<file path="src/axis_angle_to_rotation_matrix_macros.svh">
// Assertion macros for the axis-angle to rotation matrix block.
// Clocked on clk; the SYNTH build turns every check into nothing.
`ifndef AXIS_ANGLE_TO_ROTATION_MATRIX_MACROS_SVH
`define AXIS_ANGLE_TO_ROTATION_MATRIX_MACROS_SVH
`ifndef SYNTH
// check while out of reset
`define AAR_ASSERT(label, prop) \
  label: assert property (@(posedge clk) disable iff (rst) prop) \
    else $error("aar: check failed");
// check that also covers the reset cycles
`define AAR_ASSERT_RST(label, prop) \
  label: assert property (@(posedge clk) prop) \
    else $error("aar: reset check failed");
`else
`define AAR_ASSERT(label, prop)
`define AAR_ASSERT_RST(label, prop)
`endif
`endif

</file>
<file path="src/aar_pkg.sv">
// Shared constants, tables and types for the axis-angle to rotation matrix block.
// No dependencies; aar_cordic, aar_sqrt, aar_div, aar_matrix and the top use it by scoped names.
`default_nettype none
package aar_pkg;

  localparam int AXIS_W  = 16;
  localparam int ENTRY_W = 16;
  localparam int ENTRIES = 9;

  // CORDIC in Q.28, one rotation per stage
  localparam int CORDIC_STEPS = 20;
  localparam int CORDIC_W     = 32;
  localparam logic signed [CORDIC_W-1:0] FIX_PI      = 32'sd843314857;
  localparam logic signed [CORDIC_W-1:0] FIX_HALF_PI = 32'sd421657428;
  localparam logic signed [CORDIC_W-1:0] CORDIC_GAIN = 32'sd163008219;
  localparam logic signed [CORDIC_W-1:0] ATAN_TAB [CORDIC_STEPS] = '{
    32'sd210828714, 32'sd124459457, 32'sd65760959, 32'sd33381290, 32'sd16755422,
    32'sd8385879,   32'sd4193963,   32'sd2097109,  32'sd1048571,  32'sd524287,
    32'sd262144,    32'sd131072,    32'sd65536,    32'sd32768,    32'sd16384,
    32'sd8192,      32'sd4096,      32'sd2048,     32'sd1024,     32'sd512
  };

  // square root of n2 * 2^32, one root bit per stage
  localparam int N2_W       = 32;
  localparam int SQRT_STEPS = 32;
  localparam int ROOT_W     = 32;
  localparam int SREM_W     = 33;

  // axis / length, one quotient bit per stage
  localparam int MAG_W     = 16;
  localparam int DIV_STEPS = 29;
  localparam int QUOT_W    = 29;

  localparam int FRONT_STAGES = 2;
  localparam int MAT_STAGES   = 6;
  localparam int PIPE_DEPTH   = FRONT_STAGES + SQRT_STEPS + DIV_STEPS + MAT_STAGES;
  localparam int CORDIC_ALIGN = SQRT_STEPS + DIV_STEPS - CORDIC_STEPS;
  localparam int SIDE_ALIGN   = SQRT_STEPS + DIV_STEPS;

  localparam logic signed [ENTRY_W-1:0] ONE_Q14 = 16'sd16384;
  localparam logic [ENTRIES*ENTRY_W-1:0] IDENTITY_DATA = {
    16'd16384, 16'd0, 16'd0, 16'd0, 16'd16384, 16'd0, 16'd0, 16'd0, 16'd16384
  };

  // per-item side information that rides along the long stages
  typedef struct packed {
    logic signed [AXIS_W-1:0] ax;
    logic signed [AXIS_W-1:0] ay;
    logic signed [AXIS_W-1:0] az;
    logic [2:0]               neg;
    logic                     norm;
    logic                     degen;
    logic                     flip;
  } side_t;

endpackage
`default_nettype wire

</file>
<file path="src/aar_sqrt.sv">
// Pipelined integer square root of n2 * 2^32, one root bit per stage.
// Uses aar_pkg for widths and step count.
`default_nettype none
module aar_sqrt (
  input  wire logic                         clk,
  input  wire logic                         ce,
  input  wire logic [aar_pkg::N2_W-1:0]     n2,
  output logic      [aar_pkg::ROOT_W-1:0]   root_out
);

  localparam int N  = aar_pkg::SQRT_STEPS;
  localparam int RW = aar_pkg::ROOT_W;
  localparam int SW = aar_pkg::SREM_W;
  localparam int NW = aar_pkg::N2_W;

  logic [SW-1:0] rems [N];
  logic [RW-1:0] roots [N+1];
  logic [NW-1:0] rads [N];

  assign rems[0]  = '0;
  assign roots[0] = '0;
  assign rads[0]  = n2;

  for (genvar i = 0; i < N; i++) begin : g_step
    logic [SW+1:0] trial_rem;
    logic [SW+1:0] trial;
    logic          fits;
    assign trial_rem = {rems[i], rads[i][NW-1:NW-2]};
    // candidate (2r+1)^2 - 4r^2 = 4r + 1
    assign trial     = {{(SW-RW){1'b0}}, roots[i], 2'b01};
    assign fits      = (trial_rem >= trial);

    // settle one root bit
    always_ff @(posedge clk) begin
      if (ce) begin
        roots[i+1] <= {roots[i][RW-2:0], fits};
      end
    end

    if (i < N - 1) begin : g_rem
      always_ff @(posedge clk) begin
        if (ce) begin
          rems[i+1] <= fits ? SW'(trial_rem - trial) : SW'(trial_rem);
          rads[i+1] <= {rads[i][NW-3:0], 2'b00};
        end
      end
    end
  end

  assign root_out = roots[N];

endmodule
`default_nettype wire

</file>
<file path="config.mk">
export PLATFORM = sky130hd
export DESIGN_NAME = aar_sqrt
export DESIGN_NICKNAME = d
export VERILOG_FILES = /design/src/axis_angle_to_rotation_matrix_macros.svh /design/src/aar_pkg.sv /design/src/aar_sqrt.sv
export SDC_FILE = /design/constraint.sdc
export NUM_CORES = 2
export LEC_CHECK = 0
export BUFFER_PORTS_ARGS = -buffer_cell sky130_fd_sc_hd__clkbuf_2
export CAP_MARGIN = 40
export CORE_MARGIN = 2
export CORE_UTILIZATION = 35
export DETAILED_ROUTE_END_ITERATION = 6
export PLACE_DENSITY = 0.61
export SLEW_MARGIN = 10
export SYNTH_ARGS = -nofsm -noshare
export SYNTH_HDL_FRONTEND = slang
export SYNTH_SLANG_ARGS = --single-unit
</file>
<file path="constraint.sdc">
create_clock -name clk -period 8.3 [get_ports clk]
set_clock_uncertainty 0.1 [all_clocks]
set_input_delay 0.415 -clock clk [delete_from_list [all_inputs] [get_ports clk]]
set_output_delay 0.415 -clock clk [all_outputs]
set_load 0.03 [all_outputs]
</file>
# Word level (Yosys, flattened, before mapping)
# Index checks and enable logic that the tools add are counted.
[word_totals]
mem_bits_rw = 0
in_bits = 34
mem_bits_ro = 0
n_memories = 0
latch_bits = 0
output_inout_bits = 32
reg_bits = 1761
[op_classes]
div_mod_pow = 0
n_reduce_logical = 0
n_eq_ne = 0
n_addsub = 31
bitwise = 0
n_mux = 31
mul = 0
shift = 0
n_lt_le_gt_ge = 32
[op_table]
columns = ["operator", "n"]
rows = [
  ["two-way mux 33 bit", 30],
  ["greater-or-equal comparator 35 x 10 -> 1 bit", 1],
  ["greater-or-equal comparator 35 x 11 -> 1 bit", 1],
  ["greater-or-equal comparator 35 x 12 -> 1 bit", 1],
  ["greater-or-equal comparator 35 x 13 -> 1 bit", 1],
  ["greater-or-equal comparator 35 x 14 -> 1 bit", 1],
  ["greater-or-equal comparator 35 x 15 -> 1 bit", 1],
  ["greater-or-equal comparator 35 x 16 -> 1 bit", 1],
  ["greater-or-equal comparator 35 x 17 -> 1 bit", 1],
  ["greater-or-equal comparator 35 x 18 -> 1 bit", 1],
  ["greater-or-equal comparator 35 x 19 -> 1 bit", 1],
  ["greater-or-equal comparator 35 x 20 -> 1 bit", 1],
  ["greater-or-equal comparator 35 x 21 -> 1 bit", 1],
  ["greater-or-equal comparator 35 x 22 -> 1 bit", 1],
  ["greater-or-equal comparator 35 x 23 -> 1 bit", 1],
  ["greater-or-equal comparator 35 x 24 -> 1 bit", 1],
  ["greater-or-equal comparator 35 x 25 -> 1 bit", 1],
  ["greater-or-equal comparator 35 x 26 -> 1 bit", 1],
  ["greater-or-equal comparator 35 x 27 -> 1 bit", 1],
  ["greater-or-equal comparator 35 x 28 -> 1 bit", 1],
  ["greater-or-equal comparator 35 x 29 -> 1 bit", 1],
  ["greater-or-equal comparator 35 x 3 -> 1 bit", 1],
  ["greater-or-equal comparator 35 x 30 -> 1 bit", 1],
  ["greater-or-equal comparator 35 x 31 -> 1 bit", 1],
  ["41 further kinds", 41],
]

# Logic depth before layout (Yosys ltp)
[depth]
ltp_word = 2
mapped_depth = 14
mapped_depth_nobuf = 12

# Worst setup path after synthesis
# OpenSTA, ideal clock, no wires.
[synth_path]
path_kind = "register to register"
start = "reg rems (netlist bit g_step[19].trial_rem[2])"
end = "reg rems (netlist bit g_step[20].trial_rem[30]) (data pin)"
t_required_ps = 7933
setup_slack_ps = 4608
period_less_slack_ps = 3692
stages_incl_launch_ff = 12
arrival_ps = 3325
setup_time_ps = 267
cell_sequence = "edfxtp_1 ha_1 fa_1 a21o_1 a221oi_1 o211ai_1 a31o_2 a41o_1 a211o_1 nor3b_1 nor3b_1 xor2_1"
[synth_via]
elab_chain_len = 2
elab_cells_between_ends = 3
classes_between = "add/sub (1); order compare (1); mux (1)"
[synth_rtl]
columns = ["item", "line_no", "source"]
rows = [
  ["start: declaration", "aar_sqrt.sv:16", "logic [SW-1:0] rems [N];"],
  ["start signal: indexed assignment", "aar_sqrt.sv:43", "rems[i+1] <= fits ? SW'(trial_rem - trial) : SW'(trial_rem);"],
  ["subtractor 33 x 21 -> 33 bit or greater-or-equal comparator 35 x 21 -> 1 bit (tied branches)", "aar_sqrt.sv:43, aar_sqrt.sv:31", ""],
  ["two-way mux 33 bit (*)", "aar_sqrt.sv:43", ""],
]
# Mark *: on every way between the ends. The rest lies on a longest branch, timed or not.
# A chain may end at the register's enable or synchronous reset.

# Worst setup path in the final report
[layout_path]
start = "reg rems (netlist bit g_step[23].trial_rem[6])"
end = "reg rems (netlist bit g_step[24].trial_rem[33]) (data pin)"
[layout_via]
elab_chain_len = 2
elab_cells_between_ends = 3
classes_between = "add/sub (1); order compare (1); mux (1)"
[layout_rtl]
columns = ["item", "line_no"]
rows = [
  ["subtractor 33 x 25 -> 33 bit or greater-or-equal comparator 35 x 25 -> 1 bit (tied branches)", "aar_sqrt.sv:43, aar_sqrt.sv:31"],
  ["two-way mux 33 bit (*)", "aar_sqrt.sv:43"],
]
# Marks and branches as above.

==> flow_summary.json <==
{
  "tritoncts": "built",
  "postSynthNetCount": 8293,
  "initial_util": 0.352,
  "timing.rr.start": "g_step[23].trial_rem[6]",
  "netlist_area_before_placement_sq_mm": 0.0903,
  "synth.yosys.seq_area_share": 0.575,
  "pre_cts_slack_ns": 3.93,
  "placement_rows": 186,
  "route.final.wire_length_um": 179000,
  "slew_headroom": 0.301,
  "final_min_period_over_clock_period": 0.531,
  "final-setup-viol-count": 0,
  "irDropWorstVdd_v": 0.000216,
  "number_of_flops_mapped_to_enable_cells_by_yosys": 1728,
  "hold_start": "n2[27]",
  "cts.reportedPaths.clkPinSlew_ns": 0.06,
  "count_of_warnings_emitted_by_yosys": 0,
  "worstSetupStartpointType": "flip-flop",
  "ctsRootBufferMaster": "clkbuf_16",
  "die_area_sq_mm": 0.262,
  "fin_tns_setup_ns": 0,
  "run_status": "complete, no violations",
  "final.setup.worst_slack_ns": 3.89,
  "chip_width_um": 512,
  "grt_start_max_net_pins": 192,
  "design.portCount": 66,
  "setup.worst_path.class": "flip-flop to flip-flop",
  "h-tree-depth": 4,
  "tritoncts_num_sinks": 1728,
  "core_area_sq_mm": 0.257,
  "synth.lib_cells_used.distinct": 92,
  "dieHeight_um": 512,
  "grtUsageTotal": 0.133,
  "ys_async_sr_fraction": 0,
  "vias": 58200,
  "timing_hold_violations_final": 0,
  "pwr_density_cell_mw_per_mm2": 264,
  "drc_errors": 0,
  "grt_setup_unrepaired": "no",
  "design.final.nets": 8497,
  "antenna_violating_nets_post_route": 0,
  "layout.cell_area.non_filler_sq_mm": 0.102,
  "grt_first_pass_wirelength_um": 293000,
  "cp.required_ns": 8.70,
  "detail_route.iter0.violations": 3744,
  "max_freq_ghz": 0.227,
  "drive_above_1_share": 0.0682,
  "cap_violations": 0,
  "flow.area_growth_from_synthesis_pct": 12.5,
  "postSynthAreaPerCell_sq_um": 11.7,
  "depth_of_the_worst_register_to_register_path": 11,
  "gp_routability_congestion": 0.902,
  "place.detailed.hpwl_um": 130000,
  "finalPower_mw": 26.8,
  "period_needed_ns": 4.41,
  "timing.hold.ws_ns": 0.183,
  "holdPathStages": 2,
  "worstSkewPairLatency_ns": 0.83,
  "timing_worst_slew_pin_value_ns": 1.05,
  "via_count_of_the_first_global_routing_pass": 58600,
  "drt-wirelength-per-cell_um": 15.6,
  "holdCritPathClass": "primary input to flip-flop",
  "fillerInstances": 23800,
  "global_route.overflow_total": 0,
  "vias_per_cell": 5.08,
  "critical_path_peak_fanout": 34,
  "ys_ff_latch": 1728,
  "cts-buffers-inserted": 189,
  "numPortBuffers": 65,
  "worst_hold_path.endpoint": "rads[989]",
  "ff2ff_setup_slack_ns": 3.89,
  "r2r_end": "g_step[24].trial_rem[33]",
  "antenna_found_initial": 1,
  "count_of_tritonroute_iterations_in_the_first_routing_pass": 6,
  "setup.worst_path.end_class": "flip-flop",
  "power.static_leakage_nw": 39.1,
  "synth_cells": 7714,
  "synth_flop_cell": "edfxtp_1",
  "placedInstanceArea_sq_mm": 0.0948,
  "critPathArrivalTime_ns": 4.81,
  "maxSlewViolCount": 0,
  "clock_path_buffers": 3,
  "cts_setup_buffers": 0
}
power by group:
part           internal, mW  total (mW)  switching (mW)
sequential             11.3        12.2           0.850
clock                  4.94        8.43            3.49
combinational          2.69        6.20            3.51
layout make-up:
| type | instances | area, sq um | share of cell area |
|---|---|---|---|
| sequential | 1728 | 51900 | 0.511 |
| antenna | 2 | 5.00 | 0.0000493 |
| inverter | 666 | 2500 | 0.0246 |
| tap | 3384 | 4230 | 0.0417 |
| clock buffer | 221 | 4870 | 0.0480 |
| clock inverter | 127 | 1470 | 0.0145 |
| timing repair buffer | 147 | 1190 | 0.0117 |
| multi-input combinational | 5186 | 35400 | 0.348 |
metrics by stage:
stage,std cells,utilization
after floorplan,7714,-
after global placement,11100,0.369
after detailed placement,11100,0.369
after CTS,11500,0.395
after global routing,11500,0.396
final,11500,0.396
state kept, by name, indices dropped and copies added (netlist names):
signal	cells
root_out	32
g_step.trial	496
rads	210
g_step.trial_rem	990
cells by family after synthesis:
group           synth area share
fa+ha+maj                 0.0768
mux                       0.0120
xor+xnor                  0.0741
flops                      0.575
compound gates             0.113
simple gates               0.115
other cells            0.0000415
buf+inv                   0.0336
worst max path at each step:
stage | start | end | slack (ns) | cells after the start
floorplan | g_step[19].trial_rem[2] | g_step[20].trial_rem[30] | 4.61 | 11
global placement | g_step[25].trial_rem[2] | g_step[26].trial_rem[34] | 3.95 | 11
detailed placement | g_step[23].trial_rem[6] | g_step[24].trial_rem[33] | 3.93 | 11
CTS | g_step[23].trial_rem[6] | g_step[24].trial_rem[33] | 3.90 | 11
global route | g_step[23].trial_rem[6] | g_step[24].trial_rem[33] | 3.50 | 11
finish | g_step[23].trial_rem[6] | g_step[24].trial_rem[33] | 3.89 | 11
cells in the mapped netlist, types with 88 or more instances:
| library cell | n | area [sq um] |
|---|---|---|
| edfxtp_1 | 1728 | 51900 |
| inv_1 | 665 | 2500 |
| nand2_1 | 570 | 2140 |
| nor2_1 | 543 | 2040 |
| ha_1 | 530 | 6630 |
| a21oi_1 | 523 | 2620 |
| o21ai_0 | 435 | 2180 |
| xor2_1 | 394 | 3450 |
| xnor2_1 | 370 | 3240 |
| a21o_1 | 207 | 1550 |
| nor3_1 | 203 | 1020 |
| nand3_1 | 127 | 636 |
| nor4_1 | 116 | 726 |
| clkbuf_1 | 113 | 424 |
| nand2b_1 | 90 | 563 |
| mux2_2 | 88 | 991 |
worst max-delay path, cell delays in order, from the launching register on:
cell and delay (ns):
edfxtp_1 0.40, ha_1 0.39, or4_1 0.52, o2111ai_1 0.12
o21ai_1 0.15, a311oi_1 0.59, o21ai_1 0.34, a311oi_4 0.50
buf_4 0.39, inv_1 0.30, o311ai_0 0.20, mux2i_1 0.11
timing repair:
action                                 CTS  global route
resized for setup                        0             0
hold buffers                            34             0
endpoints found under the hold margin   56             0
per-layer routing:
metal | vias up | wire (um) | GRT usage
met5 | - | 0 | 0
met2 | 1262 | 92600 | 0.249
li1 | 28700 | - | -
met3 | 446 | 6430 | 0.0203
met4 | 0 | 6210 | 0.0519
met1 | 27800 | 73600 | 0.152
cell usage in the layout (no fill, tap or decap), drive strengths merged, types with 50 or more instances in the layout:
cell    instances
ha            530
o21ai         438
a21oi         523
inv           671
edfxtp       1728
o21a           80
nor3          208
or4            53
a21o          207
nand3         127
nor2          543
xnor2         370
or3            87
a211oi         50
nor2b          54
xor2          394
clkbuf        285
nand2b         90
mux2           88
nand4          60
nand2         570
clkinv         92
nor4          117
Note: power is estimated with default switching activity, not from simulation.
